<file path="src/hw/rtl/key_press_event_classifier_assert.svh">
// assertion macros for the key press event classifier
`ifndef KEY_PRESS_EVENT_CLASSIFIER_ASSERT_SVH
`define KEY_PRESS_EVENT_CLASSIFIER_ASSERT_SVH

`ifndef SYNTHESIS

// checked while out of reset
`define KPEC_ASSERT(lbl, clk, rst_n, prop) \
  lbl: assert property (@(posedge clk) disable iff (!rst_n) prop) \
    else $error("kpec assertion failed");

// checked on every edge, reset included
`define KPEC_ASSERT_ALWAYS(lbl, clk, prop) \
  lbl: assert property (@(posedge clk) prop) \
    else $error("kpec assertion failed");

`else

`define KPEC_ASSERT(lbl, clk, rst_n, prop)
`define KPEC_ASSERT_ALWAYS(lbl, clk, prop)

`endif

`endif

</file>
<file path="src/hw/rtl/kpec_pkg.sv">
// shared types and constants for the key press event classifier
package kpec_pkg;

  localparam int NUM_KEYS  = 3;
  localparam int SLOT_N    = NUM_KEYS + 1;
  localparam int CNT_W     = 12;
  localparam int KEY_W     = 2;
  localparam int KIND_W    = 3;
  localparam int CFG_IDX_W = 3;
  localparam int IN_DATA_W  = 8;
  localparam int OUT_DATA_W = 8;

  localparam logic [CNT_W-1:0] CNT_MAX = {CNT_W{1'b1}};

  // register indexes
  localparam logic [CFG_IDX_W-1:0] REG_RELEASE_TICKS = 3'd0;
  localparam logic [CFG_IDX_W-1:0] REG_PRESS_TICKS   = 3'd1;
  localparam logic [CFG_IDX_W-1:0] REG_LONG_TICKS    = 3'd2;
  localparam logic [CFG_IDX_W-1:0] REG_HOLD_TICKS    = 3'd3;
  localparam logic [CFG_IDX_W-1:0] REG_IDLE_LIMIT    = 3'd4;

  // register reset values
  localparam logic [CNT_W-1:0] RST_RELEASE_TICKS = 12'd3;
  localparam logic [CNT_W-1:0] RST_PRESS_TICKS   = 12'd6;
  localparam logic [CNT_W-1:0] RST_LONG_TICKS    = 12'd150;
  localparam logic [CNT_W-1:0] RST_HOLD_TICKS    = 12'd180;
  localparam logic [CNT_W-1:0] RST_IDLE_LIMIT    = 12'd8;

  typedef enum logic [KIND_W-1:0] {
    EV_PRESS    = 3'd0,
    EV_LONG     = 3'd1,
    EV_HOLD     = 3'd2,
    EV_SHORT_UP = 3'd3,
    EV_LONG_UP  = 3'd4,
    EV_IDLE     = 3'd5
  } ev_kind_t;

  typedef struct packed {
    logic [CNT_W-1:0] release_ticks;
    logic [CNT_W-1:0] press_ticks;
    logic [CNT_W-1:0] long_ticks;
    logic [CNT_W-1:0] hold_ticks;
    logic [CNT_W-1:0] idle_limit;
  } cfg_t;

  typedef struct packed {
    logic     valid;
    ev_kind_t kind;
  } key_evt_t;

endpackage

</file>
<file path="src/hw/rtl/kpec_key.sv">
// debounce and press classification state of one key
module kpec_key (
  input  logic              clk,
  input  logic              rst_n,
  input  logic              step,
  input  logic              level,
  input  kpec_pkg::cfg_t    cfg,
  output kpec_pkg::key_evt_t evt
);
  import kpec_pkg::*;

  logic             held_r, held_nxt;
  logic [CNT_W-1:0] press_cnt_r, press_cnt_nxt;
  logic [CNT_W-1:0] rel_cnt_r, rel_cnt_nxt;
  logic [CNT_W-1:0] press_inc;

  // saturating press count
  assign press_inc = (press_cnt_r != CNT_MAX) ? press_cnt_r + 1'b1 : press_cnt_r;

  // tick evaluation
  always_comb begin
    held_nxt      = held_r;
    press_cnt_nxt = press_cnt_r;
    rel_cnt_nxt   = rel_cnt_r;
    evt.valid     = 1'b0;
    evt.kind      = EV_PRESS;
    if (!level || !held_r) begin
      if (rel_cnt_r < cfg.release_ticks) begin
        rel_cnt_nxt = rel_cnt_r + 1'b1;
      end else begin
        if (held_r) begin
          if (press_cnt_r >= cfg.long_ticks) begin
            evt.valid = 1'b1;
            evt.kind  = EV_LONG_UP;
          end else if (press_cnt_r >= cfg.press_ticks) begin
            evt.valid = 1'b1;
            evt.kind  = EV_SHORT_UP;
          end
        end
        held_nxt      = level;
        press_cnt_nxt = '0;
      end
    end else begin
      press_cnt_nxt = press_inc;
      if (press_inc == cfg.press_ticks) begin
        rel_cnt_nxt = '0;
        evt.valid   = 1'b1;
        evt.kind    = EV_PRESS;
      end else if (press_inc == cfg.long_ticks) begin
        evt.valid = 1'b1;
        evt.kind  = EV_LONG;
      end else if (press_inc == cfg.hold_ticks) begin
        evt.valid     = 1'b1;
        evt.kind      = EV_HOLD;
        press_cnt_nxt = cfg.long_ticks;
      end
    end
  end

  // key state registers
  always_ff @(posedge clk) begin
    if (!rst_n) begin
      held_r      <= 1'b0;
      press_cnt_r <= '0;
      rel_cnt_r   <= '0;
    end else if (step) begin
      held_r      <= held_nxt;
      press_cnt_r <= press_cnt_nxt;
      rel_cnt_r   <= rel_cnt_nxt;
    end
  end

endmodule

</file>
<file path="src/hw/rtl/key_press_event_classifier.sv">
// top level of the key press event classifier
//
// channel   direction  handshake              contents
// in_       slave      in_tvalid/in_tready    one scan tick of key levels
// out_      master     out_tvalid/out_tready  one event, tlast on the last of its tick
// cfg_      write      cfg_wr_en              register index and 12-bit value
//
// a tick is latched in the input register and evaluated into an event queue
// of up to four words, which then drains one word a cycle through the output
// register whenever a low out_tready does not stall it.
// a new tick is taken while the previous one's last word still waits.
// reset is synchronous and clears key state, counters, configuration and valid flags; data registers are not reset.
// stalls on out_tready hold the output word and back up into in_tready.
module key_press_event_classifier (
  input  logic                                clk,
  input  logic                                rst_n,
  // key_levels [2:0], zero fill above
  input  logic [kpec_pkg::IN_DATA_W-1:0]      in_tdata,
  input  logic                                in_tvalid,
  output logic                                in_tready,
  // key_index [1:0], event_kind [4:2], zero fill above
  output logic [kpec_pkg::OUT_DATA_W-1:0]     out_tdata,
  output logic                                out_tlast,
  output logic                                out_tvalid,
  input  logic                                out_tready,
  input  logic                                cfg_wr_en,
  input  logic [kpec_pkg::CFG_IDX_W-1:0]      cfg_addr,
  input  logic [kpec_pkg::CNT_W-1:0]          cfg_wdata
);
  import kpec_pkg::*;

  `include "key_press_event_classifier_assert.svh"

  cfg_t                 cfg_r;
  logic                 s1_valid_r;
  logic [NUM_KEYS-1:0]  s1_levels_r;
  logic [SLOT_N-1:0]    pend_r;
  ev_kind_t             kind_r [NUM_KEYS];
  logic [CNT_W-1:0]     idle_cnt_r;
  logic                 out_valid_r;
  logic [KEY_W-1:0]     out_key_r;
  ev_kind_t             out_kind_r;
  logic                 out_last_r;

  key_evt_t             key_evt [NUM_KEYS];
  logic                 buf_empty;
  logic                 s1_go;
  logic                 any_down;
  logic [CNT_W:0]       idle_inc;
  logic                 idle_fire;
  logic                 pop;
  logic [SLOT_N-1:0]    sel;
  logic [SLOT_N-1:0]    pend_left;
  logic [KEY_W-1:0]     sel_key;
  ev_kind_t             sel_kind;

  // configuration registers
  always_ff @(posedge clk) begin
    if (!rst_n) begin
      cfg_r.release_ticks <= RST_RELEASE_TICKS;
      cfg_r.press_ticks   <= RST_PRESS_TICKS;
      cfg_r.long_ticks    <= RST_LONG_TICKS;
      cfg_r.hold_ticks    <= RST_HOLD_TICKS;
      cfg_r.idle_limit    <= RST_IDLE_LIMIT;
    end else if (cfg_wr_en) begin
      unique case (cfg_addr)
        REG_RELEASE_TICKS: cfg_r.release_ticks <= cfg_wdata;
        REG_PRESS_TICKS:   cfg_r.press_ticks   <= cfg_wdata;
        REG_LONG_TICKS:    cfg_r.long_ticks    <= cfg_wdata;
        REG_HOLD_TICKS:    cfg_r.hold_ticks    <= cfg_wdata;
        REG_IDLE_LIMIT:    cfg_r.idle_limit    <= cfg_wdata;
        default: ;
      endcase
    end
  end

  // input register, emptied when the event queue can take the tick
  assign buf_empty = (pend_r == '0);
  assign s1_go     = s1_valid_r && buf_empty;
  assign in_tready = !s1_valid_r || buf_empty;

  always_ff @(posedge clk) begin
    if (!rst_n) begin
      s1_valid_r <= 1'b0;
    end else if (in_tvalid && in_tready) begin
      s1_valid_r <= 1'b1;
    end else if (s1_go) begin
      s1_valid_r <= 1'b0;
    end
  end

  always_ff @(posedge clk) begin
    if (in_tvalid && in_tready) begin
      s1_levels_r <= in_tdata[NUM_KEYS-1:0];
    end
  end

  // per-key state
  for (genvar k = 0; k < NUM_KEYS; k++) begin : g_key
    kpec_key u_key (
      .clk   (clk),
      .rst_n (rst_n),
      .step  (s1_go),
      .level (s1_levels_r[k]),
      .cfg   (cfg_r),
      .evt   (key_evt[k])
    );
  end

  // idle counter, compared one bit wider so a limit at the top still fires
  assign any_down  = |s1_levels_r;
  assign idle_inc  = {1'b0, idle_cnt_r} + 1'b1;
  assign idle_fire = !any_down && (idle_inc > {1'b0, cfg_r.idle_limit});

  always_ff @(posedge clk) begin
    if (!rst_n) begin
      idle_cnt_r <= '0;
    end else if (s1_go) begin
      if (any_down || idle_fire) begin
        idle_cnt_r <= '0;
      end else begin
        idle_cnt_r <= idle_inc[CNT_W-1:0];
      end
    end
  end

  // lowest pending slot goes out first, idle slot sits on top
  assign sel       = pend_r & (~pend_r + 1'b1);
  assign pend_left = pend_r & ~sel;
  assign pop       = (!out_valid_r || out_tready) && !buf_empty;

  always_comb begin
    sel_key  = '0;
    sel_kind = EV_IDLE;
    for (int i = 0; i < NUM_KEYS; i++) begin
      if (sel[i]) begin
        sel_key  = KEY_W'(i);
        sel_kind = kind_r[i];
      end
    end
  end

  // event queue
  always_ff @(posedge clk) begin
    if (!rst_n) begin
      pend_r <= '0;
    end else if (s1_go) begin
      for (int i = 0; i < NUM_KEYS; i++) begin
        pend_r[i] <= key_evt[i].valid;
      end
      pend_r[NUM_KEYS] <= idle_fire;
    end else if (pop) begin
      pend_r <= pend_left;
    end
  end

  always_ff @(posedge clk) begin
    if (s1_go) begin
      for (int i = 0; i < NUM_KEYS; i++) begin
        kind_r[i] <= key_evt[i].kind;
      end
    end
  end

  // output register
  always_ff @(posedge clk) begin
    if (!rst_n) begin
      out_valid_r <= 1'b0;
    end else if (pop) begin
      out_valid_r <= 1'b1;
    end else if (out_tready) begin
      out_valid_r <= 1'b0;
    end
  end

  always_ff @(posedge clk) begin
    if (pop) begin
      out_key_r  <= sel_key;
      out_kind_r <= sel_kind;
      out_last_r <= (pend_left == '0);
    end
  end

  assign out_tvalid = out_valid_r;
  assign out_tlast  = out_last_r;
  assign out_tdata  = {{(OUT_DATA_W - KEY_W - KIND_W){1'b0}}, out_kind_r, out_key_r};

  // a word that is not last leaves the rest of its tick queued
  `KPEC_ASSERT(a_rest_queued, clk, rst_n, (out_valid_r && !out_last_r) |-> (pend_r != '0))
  // the idle event always closes its tick and names key zero
  `KPEC_ASSERT(a_idle_last, clk, rst_n, (out_valid_r && out_kind_r == EV_IDLE) |-> (out_last_r && out_key_r == '0))
  // reset empties the output and the queue
  `KPEC_ASSERT_ALWAYS(a_rst_clear, clk, !rst_n |=> (!out_valid_r && pend_r == '0))

endmodule

</file>
<file path="config.mk">
export PLATFORM = sky130hd
export DESIGN_NAME = key_press_event_classifier
export DESIGN_NICKNAME = d
export VERILOG_FILES = /design/src/hw/rtl/kpec_pkg.sv /design/src/hw/rtl/kpec_key.sv /design/src/hw/rtl/key_press_event_classifier.sv
export VERILOG_INCLUDE_DIRS = /design/src /design/src/hw/rtl
export SDC_FILE = /design/constraint.sdc
export NUM_CORES = 1
export LEC_CHECK = 0
export ABC_AREA = 1
export BUFFER_PORTS_ARGS = -buffer_cell sky130_fd_sc_hd__buf_2
export CELL_PAD_IN_SITES_DETAIL_PLACEMENT = 0
export CELL_PAD_IN_SITES_GLOBAL_PLACEMENT = 1
export CORE_MARGIN = 10
export CORE_UTILIZATION = 30
export DETAILED_ROUTE_END_ITERATION = 8
export HOLD_SLACK_MARGIN = 0.15
export MAX_ROUTING_LAYER = met4
export PLACE_DENSITY = 0.68
export RECOVER_POWER = 100
export SETUP_SLACK_MARGIN = 0.05
export SYNTH_ARGS = -nofsm -noshare
export SYNTH_HDL_FRONTEND = slang
export SYNTH_SLANG_ARGS = --single-unit
</file>
<file path="constraint.sdc">
create_clock -name clk -period 3.5 [get_ports clk]
set_input_delay 0.175 -clock clk [delete_from_list [all_inputs] [get_ports clk]]
set_output_delay 0.175 -clock clk [all_outputs]
set_load 0.02 [all_outputs]
</file>
==> results.toml, run 1 <==
[run_status]
status = "finished, final reports clean"

[critical_path]
worstPathRequired_ns = 3.83
worst_path_maximum_fanout = 14
cp-start-kind = "register"
cp_cell_sequence = "nand2_1, nor2_2, nand2_1, o21ai_2, nand2_1, nand2_1, nand3_1, nor2_1, nand3_4, nand2_1, nand2_4, o21ai_0, a21oi_1"
critical_path.max_stage_delay_ns = 0.58
timing.critical_path.mode_cell = "sky130_fd_sc_hd__nand2_1"
timing.setup.critical_path_class = "reg -> reg"
end_kind = "register"
r2r_slack_ns = 0.28
r2r.worst_path.cells = 13
slowest_library_cell_on_the_worst_path = "sky130_fd_sc_hd__dfxtp_1"
crit-reg2reg-capture = "g_key[0].u_key.rel_cnt_r[2]"
critical_path_arrival_ns = 3.55
launch_instance_of_the_worst_register_to_register_path = "g_key[0].u_key.press_cnt_r[2]"

[die]
die_height_um = 235
initial_utilization_pct = 30.4
row_count = 78
overall_die_area_sq_um = 55200
core_area_sq_um = 45600
pin_count = 39
floorplan.die.width_um = 235

[route]
routed_length_per_instance_um = 20.2
drt_iter0_markers = 1448
route.final.wire_length_um = 57200
post-route-drc-count = 0
ant_nets = 0
detailedRoute.firstPassIterationCount = 6
vias = 15101
via_per_inst = 5.33

[grt]
grt_pass1_wl_um = 85700
antenna_violations_before_repair = 0
grt_use_total_pct = 20.6
largest_net_degree_at_the_start_of_global_routing = 90
overflow = 0
grt_pass1_vias = 13940

[synth]
synthDominantCellAreaShare_pct = 22.1
synth_ff_type = "sky130_fd_sc_hd__dfxtp_1"
seq_area_frac_synth_pct = 26.0
mean_area_per_synthesized_cell_sq_um = 6.42
synth_seq_cells = 171
synth_largest_area_cell = "sky130_fd_sc_hd__dfxtp_1"
synth.lib_cells_used.distinct = 46
ys.warnings.count = 0
async_reset_ff_share_pct = 0
syn_inst = 2159
synth_enable_flop_cells = 18
post_synth_main_area_contributors = "sky130_fd_sc_hd__dfxtp_1, sky130_fd_sc_hd__nand2_1, sky130_fd_sc_hd__ha_1"
netlist_area_sq_um = 13900

[worst_hold_path]
hold_path.startpoint = "cfg_addr[0]"
holdCritPathClass = "in -> reg"
worstHoldPathCells = 5
whs_endpoint = "cfg_r[49]"

[timing]
setup_repair_after_global_routing_missed_its_margin = "yes"
pins_over_slew_limit = 0
timing.final.setup_violations = 0
worst_setup_skew_after_layout_ns = 0.0101
setup_tns_ns = 0
layout_worst_path_cycle_share_pct = 92.0
timing.final.hold_violations = 0
finalCriticalPeriod_ns = 3.22
tightestPinTransition_ns = 1.20
achievable-frequency_ghz = 0.311
slew_headroom_pct = 20.0

[clock_network]
path_clk_slew_ns = 0.07
cts_buffers = 17
clkLatencyLatePin_ns = 0.46
tritoncts_num_sinks = 171
cts.path.max_buffers = 2
htree_num_levels = 4
cts_tree = "built"
clock_tree.root_cell = "sky130_fd_sc_hd__clkbuf_16"

[placement]
place_hpwl_um = 43000
gp_routability_congestion = 0.999
place.port_buffers = 30

[run]
timing.max_cap.violations = 0

[layout]
nNetsFinal = 2371
layout-area-overhead-vs-synth_pct = 12.7
drive_gt1_share_pct = 6.81
layout.core_utilization_pct = 34.3
insertedDiodeCount = 0

[power]
pwr_density_nw_per_um2 = 283
leakage_nw = 6.81
worst_ir_drop_vdd_mv = 0.353
-- area by class of cell --
cell class                 count  area (sq um)
tap                          600           751
timing repair buffer         109           812
clock buffer                  19           433
fill                        4999         29900
clock inverter                13           116
sequential                   171          3600
inverter                     219           827
multi-input combinational   1700          9090
-- cell usage in the layout (no fill, tap or decap), types with 4 or more instances in the layout --
cell,instances
sky130_fd_sc_hd__a211oi_1,7
sky130_fd_sc_hd__a21boi_0,5
sky130_fd_sc_hd__a21oi_1,205
sky130_fd_sc_hd__buf_2,21
sky130_fd_sc_hd__buf_4,54
sky130_fd_sc_hd__clkbuf_1,13
sky130_fd_sc_hd__clkbuf_16,17
sky130_fd_sc_hd__clkinv_1,12
sky130_fd_sc_hd__dfxtp_1,153
sky130_fd_sc_hd__dlygate4sd3_1,20
sky130_fd_sc_hd__edfxtp_1,18
sky130_fd_sc_hd__ha_1,125
sky130_fd_sc_hd__inv_1,206
sky130_fd_sc_hd__nand2_1,599
sky130_fd_sc_hd__nand2_2,12
sky130_fd_sc_hd__nand3_1,237
sky130_fd_sc_hd__nand3_2,8
sky130_fd_sc_hd__nand3b_1,7
sky130_fd_sc_hd__nand4_1,86
sky130_fd_sc_hd__nor2_1,167
sky130_fd_sc_hd__nor2_2,10
sky130_fd_sc_hd__nor2_4,5
sky130_fd_sc_hd__nor3_1,29
sky130_fd_sc_hd__nor3b_1,6
sky130_fd_sc_hd__nor4_1,5
sky130_fd_sc_hd__o2111ai_1,6
sky130_fd_sc_hd__o211ai_1,12
sky130_fd_sc_hd__o21ai_0,88
sky130_fd_sc_hd__o21bai_1,5
sky130_fd_sc_hd__o22ai_1,4
sky130_fd_sc_hd__xnor2_1,11
sky130_fd_sc_hd__xor2_1,41
-- metrics by stage --
stage	worst slack, ns	total power, W	hold slack [ns]	instances	instance area, sq um
after floorplan	1.08	0.00236	0.274	2161	13900
after global routing	0.0287	0.00457	0.223	2831	15600
after detailed placement	0.296	0.00256	0.354	2776	14900
after CTS	0.263	0.00443	0.163	2828	15600
after global placement	0.289	0.00255	0.353	2776	14900
final	0.281	0.00442	0.182	2831	15600
-- flip-flops by register name (all words and copies together) (netlist names), 3 cells and up --
register,cells
g_key.u_key.press_cnt_r,36
kind_r,9
g_key.u_key.held_r,3
out_kind_r,3
s1_levels_r,3
idle_cnt_r,12
pend_r,4
g_key.u_key.rel_cnt_r,36
cfg_r,60
-- repair_timing --
| action | in CTS | in global routing |
|---|---|---|
| endpoints found under the setup margin | 0 | 26 |
| resized for setup | 0 | 3 |
| buffers inserted | 0 | 3 |
| hold endpoints to repair | 69 | 0 |
| hold buffers | 20 | 0 |
-- cells in the mapped netlist, drive strengths merged (35+ instances only) --
cell type  count
nor2         182
o21ai         93
clkbuf        36
ha           125
nand2        613
dfxtp        153
nand3        246
buf           35
inv          208
xor2          41
a21oi        205
nand4         86
-- worst max-delay path by stage --
| stage | end | depth (start not counted) | startpoint |
|---|---|---|---|
| global placement | g_key[1].u_key.rel_cnt_r[5] | 16 | g_key[1].u_key.press_cnt_r[1] |
| finish | g_key[0].u_key.rel_cnt_r[2] | 13 | g_key[0].u_key.press_cnt_r[2] |
| global route | kind_r[0][1] | 14 | g_key[0].u_key.press_cnt_r[1] |
| CTS | g_key[1].u_key.rel_cnt_r[8] | 16 | g_key[1].u_key.press_cnt_r[1] |
| detailed placement | g_key[1].u_key.rel_cnt_r[8] | 16 | g_key[1].u_key.press_cnt_r[1] |
| floorplan | kind_r[0][1] | 16 | g_key[0].u_key.press_cnt_r[0] |
-- where the power goes --
part / total [W] / switching (W) / internal, W
combinational: 0.000483 / 0.000338 / 0.000145
sequential: 0.00206 / 0.0000464 / 0.00201
clock: 0.00188 / 0.000897 / 0.000983
-- routing by layer --
metal	share of wire, %	GRT usage, %	vias to the layer above
met4	2.9	6.71	0
met3	6.3	2.45	79
met2	46	32.8	540
met1	45	26.7	7105
li1	-	-	7377
met5	0	-	-
-- worst max-delay path: cells and delay by family, from the launching register on --
family,cells,cell delay (ns)
compound gates,3,0.81
flops,1,0.58
simple gates,10,1.69
-- kinds of logic (layout without fill, tap and decap cells) --
logic type,count (synthesis),after routing,synth area share [%]
compound gates,342,342,13.3
xor+xnor,52,52,3.28
fa+ha+maj,125,125,11.3
buf+inv,290,360,8.46
flops,171,171,26.0
other cells,1,3,0.0270
simple gates,1178,1178,37.7
(Power assumes the default switching activity.)
==> run 2, diff against run 1 <==
clock period = 3.8 ns   (was 3.5 ns; I/O delays follow)
==> run 2 against run 1 <==
Effect of this change:
- non-clock buffer count down 13
- sequential power down 8%
- highest routed layer unchanged
- combinational power down 11%
- worst hold slack better by 0.0051 ns
- wire length down 0.20%
- critical path type unchanged
- maximum frequency down 5.4%
- via count down 0.91%
==> results.toml, run 2 (synthesis gave the netlist of run 1 again) <==
[timing]
hold-worst-slack_ns = 0.187
setup_tns_ns = 0
timing.final.hold_violations = 0
tightestPinTransition_ns = 1.36
timing.final.setup_violations = 0
achievable-frequency_ghz = 0.294
layout_worst_path_cycle_share_pct = 89.5
pins_over_slew_limit = 0
slew_headroom_pct = 9.15
worst_setup_skew_after_layout_ns = 0.0142
finalCriticalPeriod_ns = 3.40
setup_repair_after_global_routing_missed_its_margin = "no"

[route]
drt_iter0_markers = 1439
route.final.wire_length_um = 57100
post-route-drc-count = 0
detailedRoute.firstPassIterationCount = 6
ant_nets = 0
routed_length_per_instance_um = 20.3
vias = 14964
via_per_inst = 5.31

[critical_path]
crit-reg2reg-capture = "g_key[1].u_key.press_cnt_r[9]"
timing.setup.critical_path_class = "reg -> reg"
cell_family_contributing_the_most_delay_on_the_critical_path = "simple AND/OR/NAND/NOR gates"
cp-start-kind = "register"
cp_cell_sequence = "ha_1, inv_1, nor2_1, nand2_1, nor2_1, nand2_1, nand2_1, nand2_1, nand2_1, nand3_1, inv_1, nand2_1, nor2_4, nand3_2, nand2_1, nand3_1, a21oi_1"
critical_path_arrival_ns = 3.78
r2r.worst_path.cells = 17
slowest_library_cell_on_the_worst_path = "sky130_fd_sc_hd__dfxtp_1"
timing.critical_path.mode_cell = "sky130_fd_sc_hd__nand2_1"
launch_instance_of_the_worst_register_to_register_path = "g_key[1].u_key.press_cnt_r[1]"
path_buf_inv = 2
worst_path_maximum_fanout = 13
r2r_slack_ns = 0.40
worstPathRequired_ns = 4.18
critical_path.max_stage_delay_ns = 0.44
end_kind = "register"

[power]
intPower_w = 0.00288
p_sw_w = 0.00124
pwr_density_nw_per_um2 = 265
worst_ir_drop_vdd_mv = 0.317
switching_fraction_of_total_power_pct = 30.1
report.power.total_w = 0.00412
power.clock.fraction_pct = 43.4
share_seq_of_total_power_pct = 46.1
leakage_nw = 6.74
comb_power_share_pct = 10.4

[clock_network]
ctsResizeCount = 0
htree_num_levels = 4
clock_tree.root_cell = "sky130_fd_sc_hd__clkbuf_16"
cts_buffers = 17
cts_tree = "built"
clkLatencyLatePin_ns = 0.46
path_clk_slew_ns = 0.08
tritoncts_num_sinks = 171
cts.path.max_buffers = 2

[grt]
largest_net_degree_at_the_start_of_global_routing = 63
overflow = 0
grt_use_total_pct = 20.3
antenna_violations_before_repair = 0
grt_pass1_wl_um = 84800
grt_pass1_vias = 13590

[run]
timing.max_cap.violations = 0

[layout]
largest_register = "cfg_r"
layout.cells.most_common_list = "sky130_fd_sc_hd__nand2_1, sky130_fd_sc_hd__nand3_1, sky130_fd_sc_hd__inv_1"
drive_gt1_share_pct = 6.31
layout_commonest_cell = "sky130_fd_sc_hd__nand2_1"
nNetsFinal = 2358
register_area_sq_um = 3600
multiInputGateArea_sq_um = 9100
n_fill_cell = 5006
largest_reg_flops = 60
reg.largest.list = "cfg_r x60, g_key.u_key.press_cnt_r x36, g_key.u_key.rel_cnt_r x36"
layout-area-overhead-vs-synth_pct = 12.0

[run_status]
status = "finished, final reports clean"

[worst_hold_path]
worstHoldPathCells = 3
hold_path.startpoint = "cfg_addr[0]"
holdCritPathClass = "in -> reg"
whs_endpoint = "cfg_r[31]"

[die]
floorplan.die.width_um = 235
pin_count = 39
die_height_um = 235
core_area_sq_um = 45600
initial_utilization_pct = 30.4
row_count = 78
overall_die_area_sq_um = 55200

[placement]
gp_routability_congestion = 1.03
place.port_buffers = 30
place_hpwl_um = 43300
## run 2: cell types whose count changed in the layout (fill, tap and decap cells not counted), sizes merged
cell / before / now
buf: 78 / 62
bufinv: 1 / 0
clkbuf: 30 / 34
clkinv: 16 / 13
clkinvlp: 3 / 4
diode: 0 / 1
dlygate4sd3: 20 / 18
inv: 212 / 216
## run 2: cell type report
cell class / count / area share (%)
multi-input combinational: 1700 / 58.6
sequential: 171 / 23.2
inverter: 219 / 5.33
tap: 600 / 4.83
timing repair buffer: 96 / 4.32
clock buffer: 18 / 2.90
clock inverter: 14 / 0.822
antenna: 1 / 0.0161
## run 2: repair_timing
item / 4_1_cts / 5_1_grt
setup buffers: 0 / 0
endpoints found under the hold margin: 63 / 0
hold buffers: 18 / 0
## run 2: how the worst max path moves through the flow
stage | to | start | cells after the start
floorplan | kind_r[0][1] | g_key[0].u_key.press_cnt_r[0] | 16
global placement | g_key[2].u_key.press_cnt_r[10] | g_key[2].u_key.press_cnt_r[0] | 12
detailed placement | g_key[2].u_key.press_cnt_r[4] | g_key[2].u_key.press_cnt_r[0] | 12
CTS | g_key[2].u_key.press_cnt_r[4] | g_key[2].u_key.press_cnt_r[0] | 12
global route | g_key[1].u_key.rel_cnt_r[8] | g_key[1].u_key.press_cnt_r[1] | 16
finish | g_key[1].u_key.press_cnt_r[9] | g_key[1].u_key.press_cnt_r[1] | 17
## run 2: worst register-to-register path, delay by kind of cell, from the launching register on
family	cells	cell delay, ns
AO/OA/AOI/OAI	1	0.17
AND/OR/NAND/NOR	13	2.22
buffers and inverters	2	0.17
flip-flops	1	0.44
adder cells (fa/ha/maj)	1	0.33
## run 2: through the flow
step           setup WS, ns  util, %  std cells  instance area [sq um]
3_3_place_gp          0.596     32.5       2768                  14800
4_1_cts               0.482     34.1       2818                  15600
6_report              0.398     34.1       2819                  15500
2_1_floorplan          1.38        -       2161                  13900
3_5_place_dp          0.506     32.5       2768                  14800
5_1_grt               0.122     34.1       2818                  15500
## run 2: per-layer routing
metal | global-route usage, % | wire, um | part of all wire [%]
met1 | 26.8 | 26600 | 47
met2 | 30.9 | 25400 | 45
met3 | 2.75 | 3070 | 5.4
met4 | 7.97 | 2040 | 3.6
met5 | - | 0 | 0
## run 2: power groups by stage
stage                     Combinational (W)  Sequential [W]  Clock, W
final                              0.000431         0.00190   0.00179
after CTS                          0.000425         0.00190   0.00181
after global placement             0.000404         0.00194         0
after global routing               0.000472         0.00190   0.00189
after detailed placement           0.000409         0.00194         0
after floorplan                    0.000258         0.00191         0
